### src/rtl/cursor_line_edit_buffer_assert.svh
// Assertion macros used by the line editor top module.
`ifndef CURSOR_LINE_EDIT_BUFFER_ASSERT_SVH
`define CURSOR_LINE_EDIT_BUFFER_ASSERT_SVH

// Whenever the antecedent holds, the consequent holds in the same cycle.
`define CLE_ASSERT_SAME(label, ante, cons) \
  label: assert property (@(posedge clk) disable iff (!rst_n) (ante) |-> (cons)) \
    else $error("line editor check failed");

// Whenever the antecedent holds, the consequent holds in the next cycle.
`define CLE_ASSERT_NEXT(label, ante, cons) \
  label: assert property (@(posedge clk) disable iff (!rst_n) (ante) |=> (cons)) \
    else $error("line editor check failed");

// The expression holds at every clock edge out of reset.
`define CLE_ASSERT_ALWAYS(label, expr) \
  label: assert property (@(posedge clk) disable iff (!rst_n) (expr)) \
    else $error("line editor check failed");

`endif

### src/rtl/cle_pkg.sv
`default_nettype none
package cle_pkg;

  // Command codes of an input item.
  typedef enum logic [2:0] {
    CMD_INSERT = 3'd0,
    CMD_LEFT   = 3'd1,
    CMD_RIGHT  = 3'd2,
    CMD_BACK   = 3'd3,
    CMD_FLUSH  = 3'd4
  } cmd_t;

  // Operation broadcast to every cell of the chain.
  typedef enum logic [1:0] {
    CELL_HOLD   = 2'd0,
    CELL_INSERT = 2'd1,
    CELL_DELETE = 2'd2,
    CELL_SHIFT  = 2'd3
  } cell_op_t;

  // Controller states.
  typedef enum logic {
    ST_IDLE  = 1'b0,
    ST_FLUSH = 1'b1
  } state_t;

  // Input item.
  typedef struct packed {
    logic [2:0] command;
    logic [7:0] key_char;
  } in_item_t;

  // Result item.
  typedef struct packed {
    logic [7:0] out_char;
    logic       last;
    logic       empty_res;
    logic       overflow;
  } out_item_t;

  // Control broadcast from the controller to the cells.
  typedef struct packed {
    cell_op_t   op;
    logic [7:0] key;
  } cell_ctl_t;

endpackage
`default_nettype wire

### src/rtl/cle_cell.sv
`default_nettype none
module cle_cell #(
  parameter int CAPACITY = 64,
  parameter int INDEX    = 0,
  parameter int PW       = $clog2(CAPACITY + 1)
) (
  input  wire logic               clk,
  input  wire cle_pkg::cell_ctl_t ctl,
  input  wire logic [PW-1:0]      cursor,
  input  wire logic [7:0]         left_char,
  input  wire logic [7:0]         right_char,
  output logic      [7:0]         char_out
);

  localparam logic [PW-1:0] IDX  = PW'(INDEX);
  localparam logic [PW-1:0] IDX1 = PW'(INDEX + 1);

  logic [7:0] char_r;
  logic [7:0] char_nxt;

  // Pick this cell's next character from the broadcast operation and its place
  // relative to the cursor.
  always_comb begin
    char_nxt = char_r;
    case (ctl.op)
      cle_pkg::CELL_INSERT: begin
        if (IDX > cursor) begin
          char_nxt = left_char;
        end else if (IDX == cursor) begin
          char_nxt = ctl.key;
        end
      end
      cle_pkg::CELL_DELETE: begin
        if (IDX1 >= cursor) begin
          char_nxt = right_char;
        end
      end
      cle_pkg::CELL_SHIFT: char_nxt = right_char;
      default:             char_nxt = char_r;
    endcase
  end

  // Character storage carries no reset.
  always_ff @(posedge clk) begin
    char_r <= char_nxt;
  end

  assign char_out = char_r;

endmodule
`default_nettype wire

### src/rtl/cursor_line_edit_buffer.sv
// Keystroke line editor. Insert, cursor left, cursor right and backspace each
// produce no result; start is taken again in the next cycle. A flush of a line
// holding L characters raises busy while the line drains and presents the
// characters in order, one per cycle, through the flush state and then the
// result register; the last one carries last and stands in the first
// cycle with busy low. A flush of an empty line presents one empty marker
// in the next cycle and does not raise busy. Every result stands on out_data
// for exactly one cycle with out_strobe high and must be captured then, since
// the receiver cannot stall the block. The flush rate is set by the row of
// character cells, which moves the line one cell toward the output per cycle.
`default_nettype none
module cursor_line_edit_buffer #(
  parameter int CAPACITY = 64
) (
  input  wire logic          clk,
  input  wire logic          rst_n,
  input  wire logic          start,
  output logic               busy,
  input  wire cle_pkg::in_item_t in_data,
  output logic               out_strobe,
  output cle_pkg::out_item_t out_data
);

  `include "cursor_line_edit_buffer_assert.svh"

  localparam int PW = $clog2(CAPACITY + 1);
  localparam logic [PW-1:0] CAP  = PW'(CAPACITY);
  localparam logic [PW-1:0] ONE  = PW'(1);
  localparam logic [PW-1:0] ZERO = '0;

  cle_pkg::state_t    state_r, state_nxt;
  logic [PW-1:0]      cursor_r, cursor_nxt;
  logic [PW-1:0]      length_r, length_nxt;
  logic [PW-1:0]      remain_r, remain_nxt;
  logic               ovf_seen_r, ovf_seen_nxt;
  logic               flush_ovf_r, flush_ovf_nxt;
  logic               out_strobe_r, out_strobe_nxt;
  cle_pkg::out_item_t out_data_r, out_data_nxt;
  cle_pkg::cell_ctl_t ctl;
  logic               accept;
  logic [7:0]         cell_char [CAPACITY];

  assign busy   = (state_r == cle_pkg::ST_FLUSH);
  assign accept = start && !busy;

  // Controller: edit commands, flush sequencing and the result register.
  always_comb begin
    state_nxt      = state_r;
    cursor_nxt     = cursor_r;
    length_nxt     = length_r;
    remain_nxt     = remain_r;
    ovf_seen_nxt   = ovf_seen_r;
    flush_ovf_nxt  = flush_ovf_r;
    out_strobe_nxt = 1'b0;
    out_data_nxt   = out_data_r;
    ctl.op         = cle_pkg::CELL_HOLD;
    ctl.key        = in_data.key_char;
    unique case (state_r)
      cle_pkg::ST_IDLE: begin
        if (accept) begin
          case (in_data.command)
            cle_pkg::CMD_INSERT: begin
              if (length_r == CAP) begin
                ovf_seen_nxt = 1'b1;
              end else begin
                ctl.op     = cle_pkg::CELL_INSERT;
                cursor_nxt = cursor_r + ONE;
                length_nxt = length_r + ONE;
              end
            end
            cle_pkg::CMD_LEFT: begin
              if (cursor_r != ZERO) begin
                cursor_nxt = cursor_r - ONE;
              end
            end
            cle_pkg::CMD_RIGHT: begin
              if (cursor_r < length_r) begin
                cursor_nxt = cursor_r + ONE;
              end
            end
            cle_pkg::CMD_BACK: begin
              if (cursor_r != ZERO) begin
                ctl.op     = cle_pkg::CELL_DELETE;
                cursor_nxt = cursor_r - ONE;
                length_nxt = length_r - ONE;
              end
            end
            cle_pkg::CMD_FLUSH: begin
              if (length_r == ZERO) begin
                out_strobe_nxt         = 1'b1;
                out_data_nxt.out_char  = 8'h00;
                out_data_nxt.last      = 1'b1;
                out_data_nxt.empty_res = 1'b1;
                out_data_nxt.overflow  = ovf_seen_r;
              end else begin
                state_nxt     = cle_pkg::ST_FLUSH;
                remain_nxt    = length_r;
                flush_ovf_nxt = ovf_seen_r;
              end
              cursor_nxt   = ZERO;
              length_nxt   = ZERO;
              ovf_seen_nxt = 1'b0;
            end
            default: begin
              // Unused command codes leave everything as it is.
            end
          endcase
        end
      end
      cle_pkg::ST_FLUSH: begin
        ctl.op                 = cle_pkg::CELL_SHIFT;
        out_strobe_nxt         = 1'b1;
        out_data_nxt.out_char  = cell_char[0];
        out_data_nxt.last      = (remain_r == ONE);
        out_data_nxt.empty_res = 1'b0;
        out_data_nxt.overflow  = flush_ovf_r;
        remain_nxt             = remain_r - ONE;
        if (remain_r == ONE) begin
          state_nxt = cle_pkg::ST_IDLE;
        end
      end
      default: state_nxt = cle_pkg::ST_IDLE;
    endcase
  end

  // Control registers.
  always_ff @(posedge clk) begin
    if (!rst_n) begin
      state_r      <= cle_pkg::ST_IDLE;
      cursor_r     <= '0;
      length_r     <= '0;
      remain_r     <= '0;
      ovf_seen_r   <= 1'b0;
      flush_ovf_r  <= 1'b0;
      out_strobe_r <= 1'b0;
    end else begin
      state_r      <= state_nxt;
      cursor_r     <= cursor_nxt;
      length_r     <= length_nxt;
      remain_r     <= remain_nxt;
      ovf_seen_r   <= ovf_seen_nxt;
      flush_ovf_r  <= flush_ovf_nxt;
      out_strobe_r <= out_strobe_nxt;
    end
  end

  // Result payload register.
  always_ff @(posedge clk) begin
    out_data_r <= out_data_nxt;
  end

  assign out_strobe = out_strobe_r;
  assign out_data   = out_data_r;

  // Row of character cells; each trades with its neighbors, zero past an end.
  for (genvar g = 0; g < CAPACITY; g++) begin : g_cell
    logic [7:0] left_c;
    logic [7:0] right_c;
    if (g == 0) begin : g_first
      assign left_c = 8'h00;
    end else begin : g_mid_l
      assign left_c = cell_char[g-1];
    end
    if (g == CAPACITY - 1) begin : g_end
      assign right_c = 8'h00;
    end else begin : g_mid_r
      assign right_c = cell_char[g+1];
    end
    cle_cell #(
      .CAPACITY (CAPACITY),
      .INDEX    (g),
      .PW       (PW)
    ) u_cell (
      .clk        (clk),
      .ctl        (ctl),
      .cursor     (cursor_r),
      .left_char  (left_c),
      .right_char (right_c),
      .char_out   (cell_char[g])
    );
  end

  // Checks on controller consistency.
  `CLE_ASSERT_ALWAYS(a_cursor_in_line, cursor_r <= length_r)
  `CLE_ASSERT_ALWAYS(a_length_bound, length_r <= CAP)
  `CLE_ASSERT_SAME(a_flush_cleared, busy, (cursor_r == ZERO) && (length_r == ZERO))
  `CLE_ASSERT_SAME(a_empty_is_last, out_strobe && out_data.empty_res, out_data.last)
  `CLE_ASSERT_NEXT(a_flush_ends, busy && (remain_r == ONE), !busy && out_strobe && out_data.last)

endmodule
`default_nettype wire
### config.mk
export PLATFORM = sky130hd
export DESIGN_NAME = cursor_line_edit_buffer
export DESIGN_NICKNAME = d
export VERILOG_FILES = /design/src/rtl/cle_pkg.sv /design/src/rtl/cle_cell.sv /design/src/rtl/cursor_line_edit_buffer.sv
export VERILOG_INCLUDE_DIRS = /design/src /design/src/rtl
export SDC_FILE = /design/constraint.sdc
export NUM_CORES = 1
export LEC_CHECK = 0
export CORE_ASPECT_RATIO = 1.25
export CORE_MARGIN = 1
export CORE_UTILIZATION = 25
export DETAILED_ROUTE_END_ITERATION = 8
export DONT_BUFFER_PORTS = 1
export PLACE_DENSITY = 0.46
export REMOVE_ABC_BUFFERS = 1
export SLEW_MARGIN = 25
export SYNTH_ARGS = -nofsm -noshare
export SYNTH_HDL_FRONTEND = slang
export SYNTH_SLANG_ARGS = --single-unit
### constraint.sdc
create_clock -name clk -period 4.05 [get_ports clk]
set_input_delay 0.405 -clock clk [delete_from_list [all_inputs] [get_ports clk]]
set_output_delay 0.405 -clock clk [all_outputs]
set_load 0.05 [all_outputs]
# After elaboration in Yosys (flattened, before gate mapping)

Index checks and enable logic that the tools add are counted.
Widths: inputs -> output; s select.

Add/subtract/negate cells: 5
Magnitude comparators: 129
Equality and inequality tests: 209
Mux-type cells: 287
Bitwise logic cells: 2
Reduce and logical (&&, ||, !) cells: 81

Operators by type and width:

| cell                | number |
|---|---|
| $mux 8              | 192 |
| $pmux 8 s3          | 64 |
| $eq 6x7->1 const A  | 32 |
| $ge 6x7->1 const A  | 32 |
| $gt 6x7->1 const A  | 32 |
| $reduce_and 3->1    | 66 |
| $ne 3x1->1 const B  | 64 |
| $ne 2x1->1 const B  | 66 |
| $eq 5x7->1 const A  | 16 |
| $ge 5x7->1 const A  | 16 |
| $gt 5x7->1 const A  | 16 |
| $eq 4x7->1 const A  | 8 |
| $ge 4x7->1 const A  | 8 |
| $gt 4x7->1 const A  | 8 |
| $mux 7              | 8 |
| $mux 11             | 3 |
| $eq 3x7->1 const A  | 4 |
| $ge 3x7->1 const A  | 4 |
| $gt 3x7->1 const A  | 4 |
| $pmux 7 s4          | 1 |
| $pmux 11 s2         | 1 |
| $pmux 7 s3          | 1 |
| $sub 7x1->7 const B | 3 |
| $add 7x1->7 const B | 2 |
| 34 further kinds    | 62 |

Flip-flop bits (word level): 548
Output and inout port bits: 13
Word-level logic and storage cells: 788

# Logic depth before layout (Yosys ltp)

Word-level depth: 8
Gate-level depth with buffers: 13
Mapped depth without buffers: 9

# Worst setup path after synthesis

No wires, ideal clock.

Path type: register to register
From: register cursor_r[1]
To: register g_cell[38].u_cell.char_r[0], enable pin
Arrival: 2742 ps
Slack: 920 ps
Stages on the path, launching flop included: 13
Path buffers: 5
Period minus slack after synthesis: 3130 ps
Path through: dfxtp_1 > buf_2 > inv_1 > ha_1 > a31oi_1 > and2_1 > buf_2 > or2_1 > buf_6 > buf_6 > buf_4 > nor2_1 > a221oi_1

Word-level cells in the longest chain between the ends: 8
Elaborated cells between the ends (all ways): 15
Those cells by class: order compare: 2; eq/ne: 6; mux: 4; reduce/logical: 3

Ends and longest elaborated chain:

| element                                             | line                           | text |
|---|---|---|
| start: declaration                                  | cursor_line_edit_buffer.sv:32  | `logic [PW-1:0] cursor_r, cursor_nxt;` |
| start signal: assignment                            | cursor_line_edit_buffer.sv:138 | `cursor_r <= cursor_nxt;` |
| $reduce_bool 7->1                                   | cursor_line_edit_buffer.sv:82  | `if (cursor_r != ZERO) begin` |
| $mux 2                                              | cursor_line_edit_buffer.sv:82  |  |
| $pmux 2 s2                                          | cursor_line_edit_buffer.sv:61  | `case (in_data.command)` |
| $mux 2                                              | cursor_line_edit_buffer.sv:60  | `if (accept) begin` |
| $pmux 2 s2                                          | cursor_line_edit_buffer.sv:58  | `unique case (state_r)` |
| $eq 2x1->1 / $eq 2x2->1 (equally long branches)     | cle_cell.sv:25                 | `case (ctl.op)` |
| $ne 3x1->1 (no source line) (tied with other cells) | n/a                            |  |
| $reduce_and 3->1 (no source line) (*)               | n/a                            |  |
| end signal: assignment                              | cle_cell.sv:45                 | `char_r <= char_nxt;` |
| end: declaration                                    | cle_cell.sv:18                 | `logic [7:0] char_r;` |

Every way passes the cells marked *; elsewhere a longest branch is shown, timed or not.
A chain may end at the register's enable or synchronous reset.

# Worst setup path after layout

From: register cursor_r[0]
To: register g_cell[42].u_cell.char_r[1], enable pin

Word-level cells in the longest chain between the ends: 8
Elaborated cells between the ends (all ways): 15
Those cells by class: order compare: 2; eq/ne: 6; mux: 4; reduce/logical: 3

Ends and longest elaborated chain:

| element                                             | line |
|---|---|
| $reduce_bool 7->1                                   | cursor_line_edit_buffer.sv:82 |
| $mux 2                                              | cursor_line_edit_buffer.sv:82 |
| $pmux 2 s2                                          | cursor_line_edit_buffer.sv:61 |
| $mux 2                                              | cursor_line_edit_buffer.sv:60 |
| $pmux 2 s2                                          | cursor_line_edit_buffer.sv:58 |
| $eq 2x1->1 / $eq 2x2->1 (equally long branches)     | cle_cell.sv:25 |
| $ne 3x1->1 (no source line) (tied with other cells) | n/a |
| $reduce_and 3->1 (no source line) (*)               | n/a |
| end signal: assignment                              | cle_cell.sv:45 |
| end: declaration                                    | cle_cell.sv:18 |

Marks and branches as above.

==> impl_metrics.ini <==
[run_status]
run_status = finished, final reports clean

[floorplan]
rows = 142
die_area_sq_mm = 0.123
core_sq_mm = 0.120
die-width_um = 314
initial_core_util_pct = 25.3
pin_count = 27
die_height_um = 392

[logic_synthesis]
synthFlopType = edfxtp_1
synth.largest_area_cell = edfxtp_1
synth_cell_type_count = 69
syn-instance-count = 2913
synthArstFlopShare_pct = 0
yosysWarnings = 0
synthTopCellsByCount = 596 x nand2_1, 523 x edfxtp_1, 497 x mux2i_1
synth_top_area_share_pct = 51.6
synth_edf_count = 523
ys_seq_area_share_pct = 53.2
avgSynthCellArea_sq_um = 10.5
synthTopCellsByArea = edfxtp_1 52%, mux2i_1 16%, o21ai_1 8.1%
syn_area_sq_mm = 0.0305
yosysMostFrequentCell = nand2_1
ys_seq_elements = 548

[hold_path]
min_path_type = input port to register

[route]
wire_per_inst_um = 20.1
vias = 22000
vias_per_cell = 4.90
ant_nets = 0
drt_wl_total_mm = 89.9
drcViolationCount = 0
drtIter0Drc = 1836
drt_pre_antenna_iters = 5

[worst_setup_path]
worstRegToRegCells = 7
crit_type = register to register
cp_slowest_cell = dfxtp_1
crit_path_end_kind = register
start_kind = register
crit_start = cursor_r[0]
critPathMaxStageDelay_ns = 0.62
worst_r2r_endpoint = g_cell[42].u_cell.char_out[1]
path_cells = inv_1, ha_1, nor2_1, nor2_1, o311ai_0, o21ai_0, o21a_1
cp.required_ns = 4.37
critical_path_arrival_ns = 3.74
reg2reg_slack_ns = 0.62
crit_top_cell = nor2_1
critPathMaxFanout = 13
endpoint = g_cell[42].u_cell.char_out[1]
r2r_start = cursor_r[0]

[power_and_ir_drop]
leakage_nw = 11.8
power_per_cell_area_mw_per_mm2 = 425
p_sw_mw = 3.91
p_seq_share_pct = 48.0
total_power_mw = 14.4
p_clk_share_pct = 37.2
switching_share_pct = 27.1
pwr-share-comb_pct = 14.8
peakVddDrop_v = 0.000305
internal-power_mw = 10.5

[clocking]
cts-root-buf = clkbuf_16
clock_sinks = 548
cts_max_path_buffers = 3
h-tree-depth = 2
cts_tree = done
post_cts_buffers = 0
numCtsBuffers = 61
cts.clk_slew.worst_paths_ns = 0.07
clk_latency_ns = 0.66

[layout]
synthToLayoutAreaGrowth_pct = 11.6
drive_above_1_share_pct = 7.95
layout.nets = 2875

[timing]
drv_slew = 0
clock-skew-final_ns = 0.0273
fmax_ghz = 0.292
finalCriticalPeriod_ns = 3.43
min_period_over_period_pct = 84.6
rsz0062_at_grt = false
slew_headroom_pct = 31.5
hold_viol = 0
worstMarginPinSlew_ns = 1.02
finalSetupViolCount = 0
setup-tns-final_ns = 0

[place]
hpwl_mm = 59.6
numPortBuffers = 0
place.gp.congestion = 0.852

[global_routing]
grt_overflow = 0
grt_pass1_wl_mm = 140
grt_max_degree = 172
grt_pass1_vias = 23300
antenna_found_initial = 1
grt_usage_pct = 14.4

[flow_run]
max_cap_viol_count = 0
## kinds of logic (layout without fill, tap and decap cells)
| family | after synthesis | in the layout | synth area share, % |
|---|---|---|---|
| AO/OA/AOI/OAI | 780 | 780 | 14.0 |
| XOR/XNOR | 6 | 6 | 0.173 |
| adder cells (fa/ha/maj) | 19 | 19 | 0.805 |
| buffers and inverters | 272 | 251 | 4.90 |
| flip-flops | 548 | 548 | 53.2 |
| multiplexers | 498 | 498 | 16.4 |
| other | 0 | 4 | 0 |
| AND/OR/NAND/NOR | 790 | 790 | 10.5 |
## metrics by stage
stage | instance area [sq um] | setup WS (ns) | hold WS [ns] | std cells | utilization [%]
5_1_grt | 34000 | 0.535 | 0.00920 | 4477 | 28.3
3_3_place_gp | 32000 | 0.736 | 0.441 | 4353 | 26.6
4_1_cts | 34000 | 0.684 | 0.00353 | 4476 | 28.3
6_report | 34000 | 0.622 | 0.0367 | 4480 | 28.3
2_1_floorplan | 29000 | -16.75 | 0.433 | 2660 | -
3_5_place_dp | 32000 | 0.714 | 0.447 | 4353 | 26.6
## power groups by stage
stage	sequential (mW)	clock, mW	combinational, mW
3_3_place_gp	7.04	0	2.11
5_1_grt	6.96	5.73	2.36
3_5_place_dp	7.05	0	2.13
6_report	6.93	5.37	2.14
4_1_cts	6.93	5.54	2.16
2_1_floorplan	7.01	0	1.77
## routing by layer
layer	vias up	global-route usage [%]	wire length (um)
li1	10500	-	-
met3	153	2.00	3300
met2	396	25.7	45200
met1	11000	17.9	39000
met5	-	0	0
met4	0	4.39	2440
## area by class of cell
| class | count | area (sq um) |
|---|---|---|
| Antenna cell | 4 | 10.0 |
| Sequential cell | 548 | 16200 |
| Inverter | 19 | 71.3 |
| Clock inverter | 30 | 221 |
| Tap cell | 1584 | 1980 |
| Clock buffer | 83 | 1640 |
| Timing Repair Buffer | 119 | 1040 |
| Fill cell | 12700 | 86300 |
| Multi-Input combinational cell | 2093 | 12800 |
## worst max-delay path, delay by kind of cell, from the launching register on
family | cells | cell delay [ns]
AOI/OAI and AO/OA | 3 | 1.11
adders and majority gates | 1 | 0.42
DFF | 1 | 0.62
and+or+nand+nor | 2 | 0.79
buffers and inverters | 1 | 0.16
## how the worst min path moves through the flow
stage          slack [ns]  cells after the start                             to   startpoint
2_1_floorplan        0.43                      2                    flush_ovf_r  flush_ovf_r
3_3_place_gp         0.44                      2                    flush_ovf_r  flush_ovf_r
3_5_place_dp         0.45                      2                    flush_ovf_r  flush_ovf_r
4_1_cts             0.004                      2  g_cell[63].u_cell.char_out[5]   in_data[5]
5_1_grt             0.009                      2  g_cell[63].u_cell.char_out[5]   in_data[5]
6_report             0.04                      2  g_cell[63].u_cell.char_out[5]   in_data[5]
## state kept, by name, indices dropped and copies added, names as in the netlist
signal,count
g_cell.u_cell.char_out,512
cursor_r,7
busy,1
ovf_seen_r,1
length_r,7
out_strobe,1
out_data,11
remain_r,7
flush_ovf_r,1
## layout by cell type (no fill, tap or decap), types with 10 or more instances in the layout
master and n:
a21o_1 10, a21oi_1 105, a21oi_2 13, a31oi_1 25, and2_1 18, buf_12 10, buf_4 99, clkbuf_1 20
clkbuf_16 62, clkinv_1 19, dfxtp_1 22, dlygate4sd3_1 10, edfxtp_1 523, ha_1 18, inv_1 17, mux2i_1 497
nand2_1 596, nand3_1 32, nor2_1 82, nor3_1 14, o21ai_0 48, o21ai_1 494
## timing repair
item	in CTS	in global routing
gates resized for setup	0	0
endpoints found under the hold margin	18	0
hold buffers	10	0
Note: power is estimated with default switching activity, not from simulation.
